===== config.mk =====
export PLATFORM = sky130hd
export DESIGN_NAME = bis_ctrl
export DESIGN_NICKNAME = d
export VERILOG_FILES = /design/src/design/bis_pkg.sv /design/src/design/bis_ctrl.sv
export SDC_FILE = /design/constraint.sdc
export NUM_CORES = 1
export LEC_CHECK = 0
export BUFFER_PORTS_ARGS = -buffer_cell sky130_fd_sc_hd__buf_2
export CORE_AREA = 2 2 39 41
export DETAILED_ROUTE_END_ITERATION = 10
export DIE_AREA = 0 0 41 43
export PLACE_DENSITY = 0.63
export SYNTH_ARGS = -nofsm -noshare
export SYNTH_HDL_FRONTEND = slang
export SYNTH_SLANG_ARGS = --single-unit

===== constraint.sdc =====
create_clock -name clk -period 4.03 [get_ports clk]
set_clock_uncertainty 0.2 [all_clocks]
set_input_delay 0.806 -clock clk [delete_from_list [all_inputs] [get_ports clk]]
set_output_delay 0.806 -clock clk [all_outputs]
set_load 0.05 [all_outputs]

===== src/design/bis_pkg.sv =====
`timescale 1ns / 1ps
// ----------------------------------------------------------------------------
// bis_pkg
// Shared types and constants for the bilinear image scaler.
// ----------------------------------------------------------------------------
package bis_pkg;

  // Item kinds
  localparam logic [1:0] KIND_LOAD    = 2'd0;
  localparam logic [1:0] KIND_PIXEL   = 2'd1;
  localparam logic [1:0] KIND_RESTART = 2'd2;

  // Configuration register indexes
  localparam int CFG_IDX_W  = 3;
  localparam int CFG_DATA_W = 24;
  localparam logic [CFG_IDX_W-1:0] CFG_X_STEP    = 3'd0;
  localparam logic [CFG_IDX_W-1:0] CFG_Y_STEP    = 3'd1;
  localparam logic [CFG_IDX_W-1:0] CFG_OUT_WIDTH = 3'd2;
  localparam logic [CFG_IDX_W-1:0] CFG_IN_STRIDE = 3'd3;
  localparam logic [CFG_IDX_W-1:0] CFG_Y_START   = 3'd4;
  localparam logic [CFG_IDX_W-1:0] CFG_Y_END     = 3'd5;

  // Register reset values
  localparam logic [15:0] X_STEP_RST    = 16'd256;
  localparam logic [15:0] Y_STEP_RST    = 16'd256;
  localparam logic [15:0] OUT_WIDTH_RST = 16'd1;
  localparam logic [15:0] IN_STRIDE_RST = 16'd1;
  localparam logic [23:0] Y_START_RST   = 24'd0;
  localparam logic [23:0] Y_END_RST     = 24'd0;

  localparam logic [7:0] PIX_MAX = 8'hFF;

  // Neighbour taps
  localparam logic [1:0] TAP_00 = 2'd0;
  localparam logic [1:0] TAP_01 = 2'd1;
  localparam logic [1:0] TAP_10 = 2'd2;
  localparam logic [1:0] TAP_11 = 2'd3;

  typedef struct packed {
    logic [1:0]  kind;
    logic [15:0] load_addr;
    logic [7:0]  load_value;
  } in_item_t;

  typedef struct packed {
    logic [7:0] out_pixel;
    logic       row_end;
    logic       frame_end;
  } out_item_t;

  typedef struct packed {
    logic       load_cap;
    logic       restart;
    logic       mul_go;
    logic       base_go;
    logic       adj_go;
    logic       wr_en;
    logic [1:0] rd_sel;
    logic       cap_en;
    logic [1:0] cap_sel;
    logic       mix_a;
    logic       mix_b;
    logic       mix_y;
    logic       emit;
  } dp_cmd_t;

  typedef struct packed {
    logic red_done;
    logic frame_done;
  } dp_status_t;

endpackage


===== src/design/bis_ctrl.sv =====
`timescale 1ns / 1ps
// ----------------------------------------------------------------------------
// bis_ctrl
// Sequencer for loads, restarts and the per-pixel read and mix schedule.
// ----------------------------------------------------------------------------
module bis_ctrl (
  input  logic                clk,
  input  logic                rst,
  input  logic                start,
  input  logic [1:0]          kind,
  input  bis_pkg::dp_status_t status,
  output logic                busy,
  output bis_pkg::dp_cmd_t    cmd
);
  import bis_pkg::*;

  typedef enum logic [3:0] {
    S_IDLE,
    S_LD_RED,
    S_PX_BASE,
    S_PX_RED,
    S_PX_RD0,
    S_PX_RD1,
    S_PX_RD2,
    S_PX_RD3,
    S_PX_MB,
    S_PX_MY,
    S_PX_OUT
  } state_t;

  state_t state, state_next;
  logic   accept;

  assign busy   = (state != S_IDLE);
  assign accept = start && !busy;

  always_comb begin
    state_next = state;
    cmd        = '0;
    case (state)
      S_IDLE: begin
        if (accept) begin
          case (kind)
            KIND_LOAD: begin
              cmd.load_cap = 1'b1;
              state_next   = S_LD_RED;
            end
            KIND_PIXEL: begin
              // Drop pixel requests once the frame is finished
              if (!status.frame_done) begin
                cmd.mul_go = 1'b1;
                state_next = S_PX_BASE;
              end
            end
            KIND_RESTART: cmd.restart = 1'b1;
            default: ;
          endcase
        end
      end
      S_LD_RED: begin
        if (status.red_done) begin
          cmd.wr_en  = 1'b1;
          state_next = S_IDLE;
        end
      end
      S_PX_BASE: begin
        cmd.base_go = 1'b1;
        state_next  = S_PX_RED;
      end
      S_PX_RED: begin
        if (status.red_done) begin
          cmd.adj_go = 1'b1;
          state_next = S_PX_RD0;
        end
      end
      S_PX_RD0: begin
        cmd.rd_sel = TAP_00;
        state_next = S_PX_RD1;
      end
      S_PX_RD1: begin
        cmd.rd_sel  = TAP_01;
        cmd.cap_en  = 1'b1;
        cmd.cap_sel = TAP_00;
        state_next  = S_PX_RD2;
      end
      S_PX_RD2: begin
        cmd.rd_sel  = TAP_10;
        cmd.cap_en  = 1'b1;
        cmd.cap_sel = TAP_01;
        state_next  = S_PX_RD3;
      end
      S_PX_RD3: begin
        cmd.rd_sel  = TAP_11;
        cmd.cap_en  = 1'b1;
        cmd.cap_sel = TAP_10;
        cmd.mix_a   = 1'b1;
        state_next  = S_PX_MB;
      end
      S_PX_MB: begin
        cmd.mix_b  = 1'b1;
        state_next = S_PX_MY;
      end
      S_PX_MY: begin
        cmd.mix_y  = 1'b1;
        state_next = S_PX_OUT;
      end
      S_PX_OUT: begin
        cmd.emit   = 1'b1;
        state_next = S_IDLE;
      end
      default: state_next = S_IDLE;
    endcase
  end

  always_ff @(posedge clk) begin
    if (rst) begin
      state <= S_IDLE;
    end else begin
      state <= state_next;
    end
  end

endmodule


==> Word level (Yosys, flattened, before mapping) <==
Cells that the tools add are included.
{ "word_totals": {"ff_bits": 4, "in_bits": 7, "output_inout_bits": 16, "word_cells": 46} }
{ "op_classes": {"n_eq_ne": 17, "muxes": 22, "n_reduce_logical": 6} }
{ "op_table": {"columns": ["op", "count"], "rows": [
  ["case mux 4 bit (10 select lines)", 1],
  ["== test 4 x 3 -> 1 bit, second input constant", 4],
  ["two-way mux 4 bit", 4],
  ["== test 4 bit, second input constant", 3],
  ["two-way mux 1 bit", 12],
  ["case mux 3 bit (3 select lines)", 1],
  ["== test 4 x 2 -> 1 bit, second input constant", 2],
  ["case mux 4 bit (2 select lines)", 1],
  ["two-way mux 3 bit", 2],
  ["!= test 2 bit, second input constant", 3],
  ["case mux 2 bit (3 select lines)", 1],
  ["AND reduction 5 bit", 1],
  ["== test 4 x 1 -> 1 bit, second input constant", 1],
  ["zero test 4 bit", 1],
  ["nonzero test 4 bit", 1],
  ["!= test 3 x 1 -> 1 bit, second input constant", 1],
  ["!= test 3 bit, second input constant", 1],
  ["== test 2 x 1 -> 1 bit, second input constant", 1],
  ["== test 2 bit, second input constant", 1],
  ["zero test 2 bit", 1],
  ["logical AND 1 bit", 1],
  ["zero test 1 bit", 1]
]} }

==> Logic depth before layout (Yosys ltp) <==
Gate-level depths: netlist of run 1.
{ "depth": {"ltp_word": 5, "ltp_mapped": 5, "mapped_depth_nobuf": 4} }

==> Worst setup path before layout of run 1 <==
Ideal clock, no wire load.
{ "synth_path": {"path_type": "input to output", "startpoint": "input port kind[1]", "endpoint": "output port cmd[14] (netlist bit)", "arrival_ps": 2038, "required_ps": 3024, "slack_ps": 986, "path_stages": 2, "path_buffers": 0, "path_cell_list": "nand2b_1 -> nor3_1"} }
{ "synth_rtl": {"columns": ["item", "line_no", "text"], "rows": [
  ["start: declaration", "bis_ctrl.sv:10", "input logic [1:0] kind,"],
  ["end: declaration", "bis_ctrl.sv:13", "output bis_pkg::dp_cmd_t cmd"]
]} }

==> reports/results.ini, run 1 <==
[outcome]
status = finished, final reports clean

[final_layout]
largest_register_ffs = 4
nFillCells = 156
regMostFlops = state
antennaDiodeCount = 0
nets = 90
multi_input_area_um2 = 275.3
area_delta_synth_final_pct = 29.01
largestRegisters = state x4
regArea_um2 = 80.08
drive_gt1_frac = 0.3580
fin_util = 0.3779

[global_route]
grt-ovfl-total = 0
grt_pass1_vias = 350
grt_max_degree = 14
track_usage = 0.1123
grt_antenna_before_repair = 0
grt_pass1_wl_mm = 1.366

[floorplan]
dieHeight_um = 43
die_w_um = 41
start_util = 0.2929
coreArea_um2 = 1384
ios = 23
die_area_um2 = 1763
num_rows = 14

[cts]
ctsRootBufferMaster = clkbuf_4
cts_inserted_buffers = 3
cts_num_sinks = 4
clk_path_buf_depth = 2
clk_pin_slew_ns = 0.04
clock_latency_ns = 0.23
cts-resized-gates = 0
cts_setup_buffers = 0
ctsHoldBuffers = 0
htree_levels = 1
cts_tree = built

[yosys]
synth.top_cell.area_share = 0.1975
synth.avg_cell_area_um2 = 6.756
ys_seq_area_frac = 0.1975
synth_cells = 60
netlist_area_um2 = 405.4
ys.warnings.count = 0
ys_types = 25
yosysTopAreaCell = dfxtp_1
ys_seq_elements = 4
syn_nets = 67
ys_top_cells_by_area = dfxtp_1 (20%), nor2_1 (15%), nor3_1 (6.2%)

[detailed_routing]
firstDrtPassIters = 2
drc = 0
ant_nets = 0
drt_wl_total_um = 906
drt_iter0_markers = 3
vias = 448
viasPerCell = 4.619
wl_per_cell_um = 9.340

[timing]
timing.slew.headroom = 0.7158
finalCritPeriodShare = 0.6537
finalSetupViolCount = 0
finalCriticalPeriod_ns = 2.634
slew_violations = 0
max_freq_ghz = 0.3796
hold_viol = 0
rsz0062_at_grt = false
worstMarginPinSlew_ns = 0.4257
fin_tns_setup_ns = 0

[critical_path]
worstPathArrival_ns = 1.63
cp_max_fo = 4
worstPathRequired_ns = 3.02
crit_type = input pin to output port
reg2reg_depth = 4
cp-end-kind = output port
critPathLaunchType = input pin

[power]
power_density_nw_per_um2 = 239.7
ir_worst_vdd_mv = 0.1406
power_leakage_nw = 0.2619

[hold_path]
min_path_type = flip-flop to flip-flop
hold_depth = 1

[placed_design]
port_buffers = 22
gp_congestion = 0.7975
dp_hpwl_um = 728.1

[job]
cap_viol_max_count = 0

## stage by stage
stage	worst slack, ns	std cells	instance area [um^2]	power, mW	hold WS, ns
2_1_floorplan	0.9865	60	405.4	0.06879	0.3752
3_3_place_gp	1.433	94	500.5	0.07705	0.4680
3_5_place_dp	1.377	94	500.5	0.07721	0.4740
4_1_cts	1.371	97	523.0	0.1274	0.4857
5_1_grt	1.310	97	523.0	0.1312	0.5505
6_report	1.396	97	523.0	0.1254	0.4798
## per-layer routing
metal | global-route usage | vias to the layer above | share of wire
met5 | 0 | - | 0
met3 | 0.04712 | 0 | 0.10
met1 | 0.1474 | 184 | 0.49
met4 | 0.02000 | 0 | 0
met2 | 0.1688 | 21 | 0.41
li1 | - | 243 | -
## layout by cell type, fill, tap and decap left out
cell,count
o211ai_1,1
buf_2,22
dfxtp_1,4
xor2_1,1
nand2b_4,1
inv_1,4
a32oi_1,1
nor2_1,16
clkbuf_4,3
o21ai_0,1
nor3b_2,1
a2bb2oi_1,1
a21oi_1,3
nand2_1,5
mux2i_1,1
nand2_2,1
a21boi_1,1
nor4b_2,1
nor2b_1,2
a22oi_1,1
o22a_1,1
nor3_1,5
nand2b_1,3
o21ai_1,1
## cell usage after synthesis
cell type and instances:
nand2_2 1, xor2_1 1, dfxtp_1 4, a2bb2oi_1 1, o21ai_0 1, inv_1 4
o21ai_1 1, o22a_1 1, nand2_1 5, a32oi_1 1, nand2b_4 1, a21oi_1 3
nor3_1 5, mux2i_1 1, nor2b_1 2, a22oi_1 1, nand2b_1 3, buf_4 1
nor2_1 16, o211ai_1 1, buf_2 1, nor4b_2 1, buf_6 2, nor3b_2 1
a21boi_1 1
## critical path, stage by stage
cell      delay (ns)
buf_2           0.11
nand2b_1        0.19
nor4b_2         0.23
buf_2           0.30
## logic make-up after synthesis
family	synth area share
simple gates	0.4506
xor+xnor	0.02161
mux	0.02469
buf+inv	0.1234
flops	0.1975
compound gates	0.1821
## power breakdown
part,total [mW],switching [mW],leakage (nW),internal [mW]
registers,0.0433,0.00244,0.0324,0.0408
logic,0.0332,0.0220,0.216,0.0112
clock network,0.0489,0.0156,0.0138,0.0332
total,0.125,0.0401,0.262,0.0853
## worst paths after layout
check / start / endpoint / slack [ns]
hold / removal: state[3]$_SDFFE_PP0P_ / state[2]$_SDFFE_PP0P_ / 0.48
setup reg to reg: state[3]$_SDFFE_PP0P_ / state[1]$_SDFFE_PP0P_ / 2.59
setup / recovery: kind[1] / cmd[12] / 1.40
hold reg to reg: state[3]$_SDFFE_PP0P_ / state[2]$_SDFFE_PP0P_ / 0.48
## final cells by class
class / count / area share
multi-input cells: 48 / 0.5263
clock buffers: 3 / 0.04306
inverters: 4 / 0.02871
repair buffers: 22 / 0.2105
well taps: 16 / 0.03828
flip-flops and latches: 4 / 0.1531
Note: power is estimated with default switching activity, not from simulation.
==> run 2: changes to the inputs <==
PLACE_DENSITY = 0.65   (was 0.63)
clock period = 2.3 ns   (was 4.03 ns; I/O delays follow)
==> reports/results.ini, run 2 (same netlist as run 1, synthesis figures left out) <==
[floorplan]
num_rows = 14  ; unchanged
die_w_um = 41  ; unchanged
dieHeight_um = 43  ; unchanged
coreArea_um2 = 1384  ; unchanged
die_area_um2 = 1763  ; unchanged
start_util = 0.2929  ; unchanged
ios = 23  ; unchanged

[global_route]
met1_usage = 0.1571  ; +0.009615
use_met2 = 0.1531  ; -0.01563
grt-ovfl-total = 0  ; unchanged
busiest_layer = met1
grt_pass1_wl_mm = 1.386  ; +1.5%
grt_pass1_vias = 342  ; -2.3%
grt_max_degree = 14  ; unchanged
grtUsageMet3 = 0.03665  ; -0.01047
track_usage = 0.1153  ; +0.003009
grt_antenna_before_repair = 0  ; unchanged

[cts]
clk_pin_slew_ns = 0.04  ; about the same
cts_num_sinks = 4  ; unchanged
clk_path_buf_depth = 2  ; unchanged
clock_latency_ns = 0.24  ; about the same
cts_tree = built
ctsRootBufferMaster = clkbuf_4
cts_inserted_buffers = 3  ; unchanged
ctsHoldBuffers = 0  ; unchanged
htree_levels = 1  ; unchanged

[critical_path]
crit_type = flip-flop to output port
r2r_end = state[1]$_SDFFE_PP0P_
slowest_stage = dfxtp_1
worstPathRequired_ns = 1.64  ; -1.38 ns
critPathMaxStageDelay_ns = 0.42  ; +0.12 ns
ff2ff_setup_slack_ns = 0.85  ; -1.74 ns
worstPathArrival_ns = 1.50  ; -0.13 ns
cp-end-kind = output port
reg2reg_depth = 4  ; unchanged
critPathLaunchType = flip-flop
path_cells = nor2_1, nand2_2, nor4b_2, clkbuf_4
cp_max_fo = 13  ; +9
worst_r2r_startpoint = state[3]$_SDFFE_PP0P_

[timing]
timing.slew.headroom = 0.7250  ; +0.009205
whs_ns = 0.2274  ; -0.2524 ns
slew_violations = 0  ; unchanged
finalCritPeriodShare = 0.9412
fin_tns_setup_ns = 0  ; unchanged
max_freq_ghz = 0.4619
worstMarginPinSlew_ns = 0.4119  ; -0.01379 ns
finalSetupViolCount = 0  ; unchanged
hold_viol = 0  ; unchanged
finalCriticalPeriod_ns = 2.165

[hold_path]
min_path_type = input pin to flip-flop
hold_depth = 2  ; +1
holdCritStartpoint = rst
worstHoldEndpoint = state[0]$_SDFFE_PP0P_

[detailed_routing]
viasPerCell = 4.876  ; +5.6%
drt_wl_total_um = 965  ; +6.5%
wl_per_cell_um = 9.948  ; +6.5%
ant_nets = 0  ; unchanged
firstDrtPassIters = 4  ; +2
drc = 0  ; unchanged
vias = 473  ; +5.6%
drt_iter0_markers = 10  ; +7

[final_layout]
regMostFlops = state
largestRegisters = state x4
area_delta_synth_final_pct = 30.86
largest_register_ffs = 4  ; unchanged
antennaDiodeCount = 0  ; unchanged
stdcell_area_um2 = 530.5  ; +1.4%
final_common_cell = buf_2
drive_gt1_frac = 0.3827  ; +0.02469
stdcell_count = 97  ; unchanged
nets = 90  ; unchanged
mostFrequentLayoutCells = buf_2 (21), nor2_1 (14), nand2_1 (5), nor3_1 (5)

[power]
power_density_nw_per_um2 = 422.3  ; +76%
ir_worst_vdd_mv = 0.2275  ; +62%
power_leakage_nw = 0.2620  ; about the same

[placed_design]
port_buffers = 22  ; unchanged
gp_congestion = 0.8321  ; +4.3%
place_area_um2 = 503.0  ; +0.50%
dp_hpwl_um = 749  ; +2.9%
dp.cells = 94  ; unchanged

[job]
cap_viol_max_count = 0  ; unchanged

[outcome]
status = finished, final reports clean

==> run 2: changes by cell type in the layout (fill, tap and decap cells not counted) <==
cell      before  now
clkbuf_4       3    4
buf_2         22   21
nor2_1        16   14
nor2_2         0    2
==> run 2: report_power, final <==
group / internal (mW) / total (mW) / switching [mW]
combinational: 0.0202 / 0.0595 / 0.0393
clock: 0.0585 / 0.0887 / 0.0302
sequential: 0.0715 / 0.0759 / 0.00438
total: 0.150 / 0.224 / 0.0739
==> run 2: worst max path at each step <==
stage / end / start / slack [ns] / cells after the start
after global placement: cmd[12] / kind[1] / 0.38 / 4
after CTS: cmd[12] / state[0]$_SDFFE_PP0P_ / 0.09 / 4
final: cmd[12] / state[3]$_SDFFE_PP0P_ / 0.14 / 4
after floorplan: cmd[13] / state[0]$_SDFFE_PP0P_ / -0.36 / 4
after global routing: cmd[12] / state[3]$_SDFFE_PP0P_ / -0.002 / 4
after detailed placement: cmd[12] / state[0]$_SDFFE_PP0P_ / 0.35 / 4
==> run 2: final cells by class <==
| class | instances | area, um^2 |
|---|---|---|
| sequential | 4 | 80.08 |
| multi-input combinational | 48 | 280.3 |
| fill | 145 | 853.3 |
| inverter | 4 | 15.01 |
| tap | 16 | 20.02 |
| timing repair buffer | 22 | 112.6 |
| clock buffer | 3 | 22.52 |
==> run 2: repair_timing <==
action                                  CTS  global route
endpoints found under the setup margin    0             1
setup buffers                             0             0
resized for setup                         0             2
==> run 2: per-layer routing <==
metal | vias up | routed length [um]
met5 | - | 0
met4 | 0 | 17
met3 | 2 | 91
met2 | 27 | 399
met1 | 200 | 457
li1 | 244 | -
==> run 2: worst max-delay path, delay by kind of cell, from the launching register on <==
family | cells | cell delay (ns)
and+or+nand+nor | 3 | 0.56
buffers and inverters | 1 | 0.27
DFF | 1 | 0.42
==> run 2: through the flow <==
stage | setup slack [ns] | utilization | power, mW
after floorplan | -0.3579 | - | 0.1206
after global placement | 0.3762 | 0.3635 | 0.1350
after detailed placement | 0.3544 | 0.3635 | 0.1354
after CTS | 0.08746 | 0.3797 | 0.2266
after global routing | -0.002359 | 0.3834 | 0.2410
final | 0.1352 | 0.3834 | 0.2240
